==> config.mk <==
export PLATFORM = sky130hd
export DESIGN_NAME = scsp_div
export DESIGN_NICKNAME = d
export VERILOG_FILES = /design/src/rtl/core/scsp_pkg.sv /design/src/rtl/core/scsp_div.sv
export SDC_FILE = /design/constraint.sdc
export NUM_CORES = 1
export LEC_CHECK = 0
export ABC_AREA = 1
export BUFFER_PORTS_ARGS = -buffer_cell sky130_fd_sc_hd__buf_2
export CAP_MARGIN = 0
export CORE_AREA = 2 2 92 94
export CTS_CLUSTER_SIZE = 12
export DETAILED_ROUTE_END_ITERATION = 16
export DIE_AREA = 0 0 94 96
export HOLD_SLACK_MARGIN = 0.08
export PLACE_DENSITY_LB_ADDON = 0.08
export SYNTH_ARGS = -nofsm -noshare
export SYNTH_HDL_FRONTEND = slang
export SYNTH_SLANG_ARGS = --single-unit
export TNS_END_PERCENT = 100
==> constraint.sdc <==
create_clock -name clk -period 3.6 [get_ports clk]
set_input_delay 0.18 -clock clk [delete_from_list [all_inputs] [get_ports clk]]
set_output_delay 0.18 -clock clk [all_outputs]
set_load 0.02 [all_outputs]
==> src/rtl/core/scsp_pkg.sv <==
// shared types and constants for the s-curve step pulse sequencer
// no dependencies
package scsp_pkg;

  localparam int TMR_W  = 24;  // timer frequency register
  localparam int SPD_W  = 20;  // speed fields and cruise speed
  localparam int LEN_W  = 11;  // ramp lengths and table pointer
  localparam int IDX_W  = 10;  // table index field
  localparam int HALF_W = 16;  // half period and compare value
  localparam int POS_W  = 32;  // step counts and positions

  localparam logic [LEN_W-1:0]  PTR_MAX  = '1;
  localparam logic [HALF_W-1:0] HALF_SAT = '1;

  typedef enum logic [1:0] {
    CMD_LOAD_ACCEL = 2'd0,
    CMD_LOAD_DECEL = 2'd1,
    CMD_START      = 2'd2,
    CMD_EVENT      = 2'd3
  } cmd_t;

  typedef enum logic [1:0] {
    REG_TIMER_FREQ   = 2'd0,
    REG_CRUISE_SPEED = 2'd1,
    REG_ACCEL_LEN    = 2'd2,
    REG_DECEL_LEN    = 2'd3
  } cfg_reg_t;

  typedef enum logic [2:0] {
    RUN_IDLE   = 3'd0,
    RUN_ACCEL  = 3'd1,
    RUN_CRUISE = 3'd2,
    RUN_DECEL  = 3'd3,
    RUN_STOP   = 3'd4
  } run_t;

  typedef enum logic [2:0] {
    SEQ_IDLE,
    SEQ_EXEC,
    SEQ_TBL,
    SEQ_DIV,
    SEQ_OUT
  } seq_t;

  typedef enum logic [1:0] {
    SRC_ACCEL,
    SRC_DECEL,
    SRC_CRUISE
  } src_t;

endpackage

==> src/rtl/core/scsp_div.sv <==
// restoring serial divider, one quotient bit per cycle
// depends on scsp_pkg
module scsp_div #(
  parameter int DIV_W = 20
) (
  input  logic                      clk,
  input  logic                      rst_n,
  input  logic                      start,
  input  logic [scsp_pkg::TMR_W-1:0] dividend,
  input  logic [DIV_W-1:0]          divisor,
  output logic                      done,
  output logic [scsp_pkg::TMR_W-1:0] quotient
);
  import scsp_pkg::*;

  localparam int CNT_W = $clog2(TMR_W + 1);

  logic [DIV_W:0]   rem_r, rem_nxt;
  logic [TMR_W-1:0] quo_r, quo_nxt;
  logic [DIV_W-1:0] dvs_r, dvs_nxt;
  logic [CNT_W-1:0] cnt_r, cnt_nxt;
  logic             busy_r, busy_nxt;
  logic             done_r, done_nxt;
  logic [DIV_W:0]   rem_sh;
  logic             fits;

  assign rem_sh = {rem_r[DIV_W-1:0], quo_r[TMR_W-1]};
  assign fits   = rem_sh >= {1'b0, dvs_r};

  always_comb begin
    rem_nxt  = rem_r;
    quo_nxt  = quo_r;
    dvs_nxt  = dvs_r;
    cnt_nxt  = cnt_r;
    busy_nxt = busy_r;
    done_nxt = 1'b0;
    if (start) begin
      rem_nxt  = '0;
      quo_nxt  = dividend;
      dvs_nxt  = divisor;
      cnt_nxt  = CNT_W'(TMR_W);
      busy_nxt = 1'b1;
    end else if (busy_r) begin
      rem_nxt = fits ? (rem_sh - {1'b0, dvs_r}) : rem_sh;
      quo_nxt = {quo_r[TMR_W-2:0], fits};
      cnt_nxt = cnt_r - CNT_W'(1);
      if (cnt_r == CNT_W'(1)) begin
        busy_nxt = 1'b0;
        done_nxt = 1'b1;
      end
    end
  end

  always_ff @(posedge clk) begin
    if (!rst_n) begin
      busy_r <= 1'b0;
      done_r <= 1'b0;
      cnt_r  <= '0;
    end else begin
      busy_r <= busy_nxt;
      done_r <= done_nxt;
      cnt_r  <= cnt_nxt;
    end
    rem_r <= rem_nxt;
    quo_r <= quo_nxt;
    dvs_r <= dvs_nxt;
  end

  assign done     = done_r;
  assign quotient = quo_r;

endmodule

==> metrics.md, run 1 <==
| Metric | Value |
|---|---|
| CTS tree | built |
| FILL cells | 709 |
| GRT met1 Usage | approximately 28% |
| CTS Buf Count | 9 |
| Worst-path clk slew | around 90 ps |
| # Max-Cap Violations | 0 |
| CP max stage delay | 480 ps |
| Top_reg_cell synth | edfxtp_1 |
| First-pass GRT wire length | 16740 um |
| CP Capture Type | flip-flop |
| Yosys warns | 0 |
| Starting density of the core | 53.99% |
| Tcrit/Tclk final | between 60 and 70% |
| H-tree Lvls | 3 |
| GRT overflow | 0 |
| Fmax | 421.0 MHz |
| Synth cell count leaders | nand2_1 (214), inv_1 (89), nand3_1 (50), edfxtp_1 (44), dfxtp_1 (27) |
| Fraction of layout cells with a size suffix above 1 | 17.44% |
| Most Frequent Cell on Critical Path | nand2_1 |
| Final TNS setup | 0 ps |
| DR vias | 3876 |
| WS Path Type | flip-flop to flip-flop |
| Via density | 4.888 |
| Die Ht | 96 um |
| Arr. time, crit path | 2620 ps |
| Worst VDD drop | approximately 0.25 mV |
| Synthesized instance count | 579 |
| RSZ-0062 raised after global routing | false |
| Hold WC Path Type | input pin to flip-flop |
| Hold Worst Slack | 94.30 ps |
| Vias in the first global route | 3849 |
| Final Max Slew Viols | 0 |
| Largest net degree at the start of global routing | 35 |
| Register Area | 1862 um2 |
| Async set or reset register ratio after synthesis | 0% |
| Num Clock Sinks | 71 |
| Most common cell in the netlist | nand2_1 |
| Hold Fails Final Rpt | 0 |
| Slowest-stage cell, CP | nor2_2 |
| EDFF count, synth | 44 |
| Die Wd | 94 um |
| GRT Max-Usage Layer | met2 |
| Placer Congestion | 0.9341 |
| Port Buffer Count | 71 |
| Setup Skew | 15.27 ps |
| CP Data Required Time | slightly below 4000 ps |
| Drt wl/cell | approximately 13 um |
| CP Max Fanout | 12 |
| Cell Area, Synth | 4347 um2 |
| Ant. Diodes | 0 |
| Synth top area cells | edfxtp_1 (30%), nand2_1 (18%), dfxtp_1 (12%) |
| # IOs | 72 |
| Core area | 8051 um2 |
| Register area share after synthesis | approximately 43% |
| Fin crit period | 2375 ps |
| Synthesized area per cell | roughly 7.5 um2 |
| Status | complete, no violations |
| Power, Total | 1.908 mW |
| Gr usage total | 23.59% |
| Leakage power | between 2 and 3 nW |
| Full die area | 9024 um2 |
| Crit-path cells | inv_1, ha_1, a21oi_1, o21a_1, nand2_1, nor2_2, buf_4, nand3_1, nand2_1, clkinv_1, nand2_1, nand2_1 |
| Worst slew pin tran | 848.9 ps |
| Endpoints failing setup | 0 |
| R2r worst-path depth | 12 |
| Crit path launch type | flip-flop |
| Nets | 753 |
| CP Buf/Inv Count | 3 |
| Final worst setup slack | 1225 ps |
| Post-DP HPWL | roughly 7000 um |
| Root buffer cell | clkbuf_8 |
| Placed insts | 744 |
| WP depth | 12 |
| Area share of the largest cell type after synthesis | between 30% and 40% |
| M2 GR Usage | 41.13% |
| Clock Latency Late Sink | 350 ps |
| CP top delay family | simple AND/OR/NAND/NOR gates |
| Layout Cells excl Fill | 793 |
| GR Util met3 | 5.403% |
| Hold depth | 3 |
| PD cells | 361.0 nW/um2 |
| Area grow syn2layout | 21.62% |
| Synth area leader | edfxtp_1 |
| Residual DRC count | 0 |
| Drt pass-1 iters | 5 |
| Post-route ant nets | 0 |
| Area of the multi-input gates | 2012 um2 |
| Initial antenna violation count | 0 |
| #FFs+latches synth | 71 |
| Iteration-0 DRC count of the detailed router | 166 |
| Post-synthesis net count | 649 |
| Worst slew margin | 43.20% |
| Worst slack at placement | 1269 ps |
| Post-detailed-routing wire length | 10060 um |
| Std cell rows | 33 |
| Synth cell types | 35 |
| Clk buf depth | 2 |
[through the flow]
stage | cell area [um2] | utilization [%]
5_1_grt | 5286 | 65.66
2_1_floorplan | 4347 | -
4_1_cts | 5276 | 65.53
6_report | 5286 | 65.66
3_5_place_dp | 4758 | 59.10
3_3_place_gp | 4758 | 59.10
[metal layers]
metal,vias to the layer above,part of all wire (%)
li1,2026,-
met1,1729,45
met2,103,48
met3,18,5.3
met4,0,1.7
met5,-,0
[sequential cells by signal, summed over array words and instances (netlist names)]
register	cells
quotient	24
dvs_r	20
rem_r	20
cnt_r	5
busy_r	1
done	1
[worst reg2reg max path: stages, from the launching register on]
cell and delay [ps]:
edfxtp_1 330, inv_1 40, ha_1 340, a21oi_1 220, o21a_1 160, nand2_1 60, nor2_2 480, buf_4 320
nand3_1 90, nand2_1 80, clkinv_1 60, nand2_1 60, nand2_1 40
[power breakdown]
group	total, mW	leakage (nW)	internal [mW]	switching [mW]
registers	0.949	0.661	0.925	0.0244
logic	0.310	1.99	0.121	0.188
clock network	0.650	0.0891	0.324	0.326
total	1.91	2.74	1.37	0.539
[path summary, 6_finish.rpt]
path	from	endpoint	slack (ps)
worst max-delay path	dvs_r[18]	rem_r[18]	1220
worst max register to register	dvs_r[18]	rem_r[18]	1220
worst min register to register	rem_r[10]	rem_r[10]	470
worst min-delay path	dividend[20]	quotient[20]	90
[final cells by class]
type                    instances  area share (%)
repair buffers                108           13.54
clock buffers                  10           2.414
well taps                     105           2.485
clock inverters                 6           1.325
multi-input cells             395           38.06
inverters                      98           6.959
flip-flops and latches         71           35.22
[cells in the final DEF, fill, tap and decap left out]
cell type      instances
o211ai_1               1
dlygate4sd3_1         33
or2_2                  1
nand2_2                7
clkbuf_8               9
xor2_1                 2
inv_2                  6
o21ai_1                9
nand3_2                9
xnor2_1                8
ha_1                  22
o21a_1                 1
nor3_2                 1
clkbuf_1               1
a21oi_2                1
buf_2                 71
nand3b_1              10
dfxtp_1               27
inv_6                  1
nand2_4                2
inv_1                 89
clkinvlp_4             3
clkinv_1               3
clkinv_4               1
fa_1                   1
nor2_2                 3
edfxtp_1              44
a21oi_1               14
o21ai_0                2
nand2_1              214
nor2_1                26
nor3_1                 6
nand3_1               50
a31oi_1                3
a211oi_1               1
nand4_1                1
bufinv_16              1
buf_4                  4
[timing repair]
item                                   in CTS  in global routing
endpoints found under the hold margin      34                  1
hold buffers                               32                  1
buffers inserted                            0                  0
resized for setup                           0                  0
[cells by family (layout without fill, tap and decap cells)]
group | Yosys count | count (layout) | synth area share (%)
flops | 71 | 71 | 42.83
simple gates | 330 | 330 | 33.45
compound gates | 32 | 32 | 4.030
xor+xnor | 10 | 10 | 2.015
buf+inv | 113 | 222 | 10.88
fa+ha+maj | 23 | 23 | 6.793
(Power assumes the default switching activity.)
==> run 2: changes to the inputs <==
--- a/config.mk
+++ b/config.mk
@@ -5,7 +5,7 @@
 export SDC_FILE = /design/constraint.sdc
 export NUM_CORES = 1
 export LEC_CHECK = 0
-export ABC_AREA = 1
+export ABC_AREA = 0
 export BUFFER_PORTS_ARGS = -buffer_cell sky130_fd_sc_hd__buf_2
 export CAP_MARGIN = 0
 export CORE_AREA = 2 2 92 94
==> constraint.sdc (replaced) <==
create_clock -name clk -period 1.9 [get_ports clk]
set_input_delay 0.095 -clock clk [delete_from_list [all_inputs] [get_ports clk]]
set_output_delay 0.095 -clock clk [all_outputs]
set_load 0.02 [all_outputs]
==> metrics.md, run 2 <==
| Metric | Value |
|---|---|
| Status | complete, but fails checks |
| Failing checks | negative setup slack |
| # IOs | 72 (unchanged) |
| Vias in the first global route | 3742 (-2.8%) |
| First-pass GRT wire length | 17620 um (+5.3%) |
| Tcrit/Tclk final | 121.7% (+56 points) |
| Synth area leader | edfxtp_1 |
| Root buffer cell | clkbuf_8 |
| Die Ht | 96 um (unchanged) |
| CTS tree | built |
| Clock Latency Late Sink | 350 ps (about the same) |
| Fmax | 432.3 MHz (+2.7%) |
| H-tree Lvls | 3 (unchanged) |
| Worst reg2reg path endpoint | rem_r[12] |
| Residual DRC count | 0 (unchanged) |
| Final Max Slew Viols | 0 (unchanged) |
| Drt wl/cell | 15.68 um (+24%) |
| Sw frac | 30.84% (+2.6 points) |
| Gr usage total | 25.19% (+1.6 points) |
| Switch Pwr | 1.439 mW (+170%) |
| Iteration-0 DRC count of the detailed router | 134 (-19%) |
| CP Buf/Inv Count | 2 (-1) |
| Length of routed met3 wiring | 479 um (-11%) |
| R2r setup slk | -410 ps (-1640 ps) |
| Synthesized instance count | 385 (-34%) |
| Register area share after synthesis | 46.18% (+3.4 points) |
| Synth top area cells | edfxtp_1 (33%), dfxtp_1 (13%), mux2_2 (7.0%) |
| Arr. time, crit path | 2530 ps (-90 ps) |
| Max reg flops | 24 (unchanged) |
| Port Buffer Count | 71 (unchanged) |
| Leakage power | 2.626 nW (-4.1%) |
| Synth cell count leaders | edfxtp_1 (44), nor2_1 (37), inv_1 (29), dfxtp_1 (27), mux2_2 (25) |
| Placed instance area | 5254 um2 (+10%) |
| Most frequent cells in the layout | buf_4 (88), buf_2 (71), dlygate4sd3_1 (45) |
| WP depth | 11 (-1) |
| Num Clock Sinks | 71 (unchanged) |
| Clk buf depth | 2 (unchanged) |
| Async set or reset register ratio after synthesis | 0% (unchanged) |
| Placed insts | 628 (-16%) |
| Synth cell types | 57 (+63%) |
| Worst slew pin tran | 631.3 ps (-217.7 ps) |
| Internal Power | 3.227 mW (+140%) |
| Sequential Power Share | 40.0% (-9.7 points) |
| WS Path Type | flip-flop to flip-flop |
| Post-detailed-routing wire length | 10940 um (+8.8%) |
| Worst VDD drop | 0.5181 mV (+110%) |
| Worst slew margin | 57.76% (+15 points) |
| Fin crit period | 2313 ps (-61.98 ps) |
| #FFs+latches synth | 71 (unchanged) |
| DR vias | 3667 (-5.4%) |
| CP Data Required Time | 2110 ps (-1740 ps) |
| # Max-Cap Violations | 0 (unchanged) |
| Yosys warns | 0 (unchanged) |
| Hold WC Path Type | input pin to flip-flop |
| Largest net degree at the start of global routing | 66 (+89%) |
| Post-DP HPWL | 7141 um (+1.7%) |
| Worst-path clk slew | 80 ps (about the same) |
| Clock Power Share | 25.5% (-8.5 points) |
| CP top delay family | compound AO/OA/AOI/OAI gates |
| M1 WL | 4782 um (+5.8%) |
| FILL cells | 561 (-21%) |
| Die Wd | 94 um (unchanged) |
| Area share of the largest cell type after synthesis | 32.77% (+2.4 points) |
| Full die area | 9024 um2 (unchanged) |
| Post-route ant nets | 0 (unchanged) |
| Std cell rows | 33 (unchanged) |
| Initial antenna violation count | 0 (unchanged) |
| Ant. Diodes | 0 (unchanged) |
| DR WL met2 | 5605 um (+16%) |
| CP Max Fanout | 3 (-9) |
| Via density | 5.254 (+7.5%) |
| Slowest-stage cell, CP | edfxtp_1 |
| Top_reg_cell synth | edfxtp_1 |
| Cell area after layout | 6166 um2 (+17%) |
| Most common cell in the netlist | edfxtp_1 |
| EDFF count, synth | 44 (unchanged) |
| Core area | 8051 um2 (unchanged) |
| Crit path launch type | flip-flop |
| CP Capture Type | flip-flop |
| Final worst setup slack | -413.1 ps (-1638 ps) |
| Endpoints failing setup | 21 (+21) |
| Drt pass-1 iters | 4 (-1) |
| CP startpoint | quotient[23] |
| Top sig layer | met4 |
| Cell Area, Synth | 4031 um2 (-7.3%) |
| R2r worst-path depth | 11 (-1) |
| CTS Buf Count | 9 (unchanged) |
| Crit-path cells | inv_2, ha_4, fa_2, nor2b_2, o31a_1, buf_4, o211ai_1, a21oi_2, or3_1, nand3_2, a311oi_2 |
| Area grow syn2layout | 52.95% |
| Hold depth | 4 (+1) |
| Fraction of layout cells with a size suffix above 1 | 43.51% (+26 points) |
| CP Capture Point | rem_r[12] |
| Reg2reg start | quotient[23] |
| Layout Cells excl Fill | 698 (-12%) |
| Final Util | 76.58% (+11 points) |
| RSZ-0062 raised after global routing | true |
| Most common cell after layout, fill and taps aside | buf_4 |
| GRT overflow | 0 (unchanged) |
| PD cells | 756.9 nW/um2 (+110%) |
| Post-synthesis net count | 455 (-30%) |
| Placer Congestion | 0.9126 (-2.3%) |
| Hold Fails Final Rpt | 0 (unchanged) |
| CP max stage delay | 410 ps (-70 ps) |
| Combinational Power Share | 34.5% (+18 points) |
| Synthesized area per cell | 10.47 um2 (+39%) |
| Nets | 658 (-13%) |
| Starting density of the core | 50.07% (-3.9 points) |
| Setup Skew | 11.86 ps (-3.410 ps) |
==> run 2: worst min path at each step <==
stage	from	end	slack (ps)
floorplan	divisor[0]	dvs_r[0]	190
global placement	divisor[10]	dvs_r[10]	270
detailed placement	divisor[14]	dvs_r[14]	270
CTS	start	rem_r[13]	200
global route	start	rem_r[13]	220
finish	start	rem_r[13]	190
==> run 2: through the flow <==
stage | hold WS [ps] | power, mW | setup WS [ps] | TNS (ps)
6_report | 189.0 | 4.667 | -413.1 | -6980
4_1_cts | 202.3 | 4.596 | -395.8 | -6993
3_5_place_dp | 273.3 | 3.268 | -408.5 | -7070
2_1_floorplan | 193.9 | 2.729 | -379.1 | -3887
3_3_place_gp | 271.4 | 3.254 | -365.9 | -6667
5_1_grt | 219.0 | 4.899 | -497.4 | -8724
==> run 2: cell families (layout without fill, tap and decap cells) <==
logic type / after synthesis / count (layout) / synth area share, %
and+or+nand+nor: 100 / 100 / 12.14
muxes: 38 / 38 / 10.21
AOI/OAI and AO/OA: 88 / 88 / 15.58
xor gates and xnor gates: 16 / 16 / 3.476
buffers and inverters: 49 / 257 / 5.090
adders and majority gates: 23 / 23 / 7.325
DFF: 71 / 71 / 46.18
==> run 2: area by class of cell <==
class	count	area, um2	share of cell area, %
clock buffers	10	127.6	2.070
clock inverters	6	60.06	0.9740
inverters	29	108.9	1.765
multi-input cells	265	2293	37.20
flip-flops and latches	71	1862	30.19
well taps	105	131.4	2.131
repair buffers	212	1583	25.67
==> run 2: power by group through the flow <==
stage,clock (mW),combinational [mW],sequential [mW]
after floorplan,0,0.771,1.96
after global placement,0,1.36,1.89
after detailed placement,0,1.37,1.89
after CTS,1.21,1.52,1.86
after global routing,1.27,1.74,1.88
final,1.19,1.61,1.87
==> run 2: metal layers <==
| metal | vias up | global-route usage, % |
|---|---|---|
| met5 | - | 0 |
| met4 | 0 | 7.005 |
| met3 | 6 | 5.482 |
| met2 | 92 | 43.81 |
| met1 | 1749 | 31.80 |
| li1 | 1820 | - |
==> run 2: what timing repair did <==
action / in CTS / in global routing
buffers inserted: 8 / 1
cloned: 0 / 0
endpoints found under the setup margin: 21 / 21
hold endpoints to repair: 47 / 0
hold buffers: 45 / 0
pin swaps: 20 / 12
gates resized for setup: 21 / 21
==> run 2: tightest hold or removal path, delay by kind of cell <==
kind,cells,cell delay [ps]
and+or+nand+nor,2,210
AOI/OAI and AO/OA,1,50
buffers and inverters,1,120
==> run 3: changes to the inputs <==
--- a/config.mk
+++ b/config.mk
@@ -7,13 +7,14 @@
 export LEC_CHECK = 0
 export ABC_AREA = 0
 export BUFFER_PORTS_ARGS = -buffer_cell sky130_fd_sc_hd__buf_2
-export CAP_MARGIN = 0
+export CAP_MARGIN = 40
 export CORE_AREA = 2 2 92 94
 export CTS_CLUSTER_SIZE = 12
 export DETAILED_ROUTE_END_ITERATION = 16
 export DIE_AREA = 0 0 94 96
 export HOLD_SLACK_MARGIN = 0.08
 export PLACE_DENSITY_LB_ADDON = 0.08
+export SKIP_LAST_GASP = 1
 export SYNTH_ARGS = -nofsm -noshare
 export SYNTH_HDL_FRONTEND = slang
 export SYNTH_SLANG_ARGS = --single-unit
==> metrics.md, run 3 (same netlist as run 2, synthesis figures left out) <==
| Metric | Value |
|---|---|
| Status | complete, but fails checks |
| Failing checks | negative setup slack |
| Hold Fails Final Rpt | 0 (unchanged) |
| Most frequent cells in the layout | buf_4 (88), buf_2 (71), dlygate4sd3_1 (45) |
| Post-detailed-routing wire length | 11160 um (+2.0%) |
| Sw frac | 30.93% (+0.090 points) |
| PD cells | 756.8 nW/um2 (about the same) |
| Drt wl/cell | 15.99 um (+2.0%) |
| Sequential Power Share | 39.9% (about the same) |
| CP Max Fanout | 3 (unchanged) |
| Placed insts | 628 (unchanged) |
| H-tree Lvls | 3 (unchanged) |
| R2r worst-path depth | 11 (unchanged) |
| Std cell rows | 33 (unchanged) |
| Full die area | 9024 um2 (unchanged) |
| Fmax | 431.0 MHz (-0.30%) |
| Hold depth | 4 (unchanged) |
| Largest net degree at the start of global routing | 66 (unchanged) |
| Vias in the first global route | 3788 (+1.2%) |
| Tcrit/Tclk final | 122.1% (+0.36 points) |
| Placed instance area | 5254 um2 (unchanged) |
| Nets | 658 (unchanged) |
| Worst-path clk slew | 80 ps (about the same) |
| Residual DRC count | 0 (unchanged) |
| Worst slew pin tran | 607.8 ps (-23.46 ps) |
| Power, Total | 4.684 mW (+0.36%) |
| Hold WC Path Type | input pin to flip-flop |
| Internal Power | 3.235 mW (+0.23%) |
| Post-DP HPWL | 7141 um (unchanged) |
| Via density | 5.292 (+0.74%) |
| CTS Buf Count | 9 (unchanged) |
| Ant. Diodes | 0 (unchanged) |
| CP Data Required Time | 2170 ps (+60 ps) |
| Worst slew margin | 59.33% (+1.6 points) |
| Die Ht | 96 um (unchanged) |
| Worst VDD drop | 0.5162 mV (-0.37%) |
| Final Util | 76.86% (+0.28 points) |
| Final worst setup slack | -420.0 ps (-6.866 ps) |
| Hold Worst Slack | 202.6 ps (+13.68 ps) |
| Fin crit period | 2320 ps (+6.866 ps) |
| Placer Congestion | 0.9126 (unchanged) |
| Crit path launch type | flip-flop |
| Setup Skew | 8.363 ps (-3.496 ps) |
| Starting density of the core | 50.07% (unchanged) |
| Clk buf depth | 2 (unchanged) |
| Fraction of layout cells with a size suffix above 1 | 44.01% (+0.51 points) |
| Switch Pwr | 1.449 mW (+0.65%) |
| Post-route ant nets | 0 (unchanged) |
| Cell area after layout | 6188 um2 (+0.37%) |
| Leakage power | 2.629 nW (+0.13%) |
| Initial antenna violation count | 0 (unchanged) |
| Combinational Power Share | 34.7% (+0.2 points) |
| CTS tree | built |
| Area grow syn2layout | 53.51% |
| Root buffer cell | clkbuf_8 |
| Endpoints failing setup | 21 (unchanged) |
| Num Clock Sinks | 71 (unchanged) |
| Clock Power Share | 25.4% (about the same) |
| Die Wd | 94 um (unchanged) |
| DR vias | 3694 (+0.74%) |
| Iteration-0 DRC count of the detailed router | 176 (+31%) |
| Core area | 8051 um2 (unchanged) |
| Arr. time, crit path | 2590 ps (+60 ps) |
| Layout Cells excl Fill | 698 (unchanged) |
| CP Capture Type | flip-flop |
| # IOs | 72 (unchanged) |
| # Max-Cap Violations | 0 (unchanged) |
| WS Path Type | flip-flop to flip-flop |
| Max reg flops | 24 (unchanged) |
| Drt pass-1 iters | 5 (+1) |
| Final Max Slew Viols | 0 (unchanged) |
| Gr usage total | 25.61% (+0.42 points) |
| Port Buffer Count | 71 (unchanged) |
| GRT overflow | 0 (unchanged) |
| Clock Latency Late Sink | 350 ps (about the same) |
| RSZ-0062 raised after global routing | true |
| First-pass GRT wire length | 17880 um (+1.4%) |
| FILL cells | 558 (-0.53%) |
| Most common cell after layout, fill and taps aside | buf_4 |
## run 3: final timing paths
kind | start | to | slack [ps]
worst min-delay path | start | rem_r[13] | 200
worst max-delay path | quotient[23] | rem_r[12] | -420
worst min register to register | cnt_r[1] | cnt_r[1] | 520
worst max register to register | quotient[23] | rem_r[12] | -420
## run 3: worst max-delay path, stage by stage (launching register included)
cell and delay, ps:
edfxtp_1 400, inv_2 90, ha_4 130, fa_2 210, nor2b_2 50, o31a_1 260, buf_4 160, o211ai_1 260
a21oi_2 100, o21ai_0 210, nand3_2 120, a311oi_2 240
## run 3: metrics by stage
step | setup TNS (ps) | setup slack [ps]
after floorplan | -3887 | -379.1
after global placement | -6667 | -365.9
after detailed placement | -7070 | -408.5
after CTS | -7030 | -411.4
after global routing | -8456 | -518.1
final | -6647 | -420.0
## run 3: power groups by stage
stage | logic (mW) | clock network [mW] | registers (mW)
2_1_floorplan | 0.771 | 0 | 1.96
3_3_place_gp | 1.36 | 0 | 1.89
3_5_place_dp | 1.37 | 0 | 1.89
4_1_cts | 1.52 | 1.21 | 1.86
5_1_grt | 1.76 | 1.26 | 1.89
6_report | 1.62 | 1.19 | 1.87
## run 3: final cells by class
type                    count  area, um2  share of cell area [%]
multi-input cells         265       2316                   37.42
well taps                 105      131.4                   2.123
flip-flops and latches     71       1862                   30.08
clock inverters             6      60.06                  0.9705
clock buffers              10      127.6                   2.062
inverters                  29      108.9                   1.759
repair buffers            212       1583                   25.58
## run 3: per-layer routing
metal / GRT usage (%) / up-vias / part of all wire [%]
li1: - / 1820 / -
met2: 44.29 / 80 / 51
met5: 0 / - / 0
met3: 5.717 / 15 / 4.0
met4: 7.609 / 0 / 1.3
met1: 32.25 / 1779 / 44
## run 3: what timing repair did
item	4_1_cts	5_1_grt
resized for setup	17	29
setup buffers	8	1
endpoints found under the setup margin	21	21
hold endpoints to repair	47	0
hold buffers	45	0
pin swaps	20	16
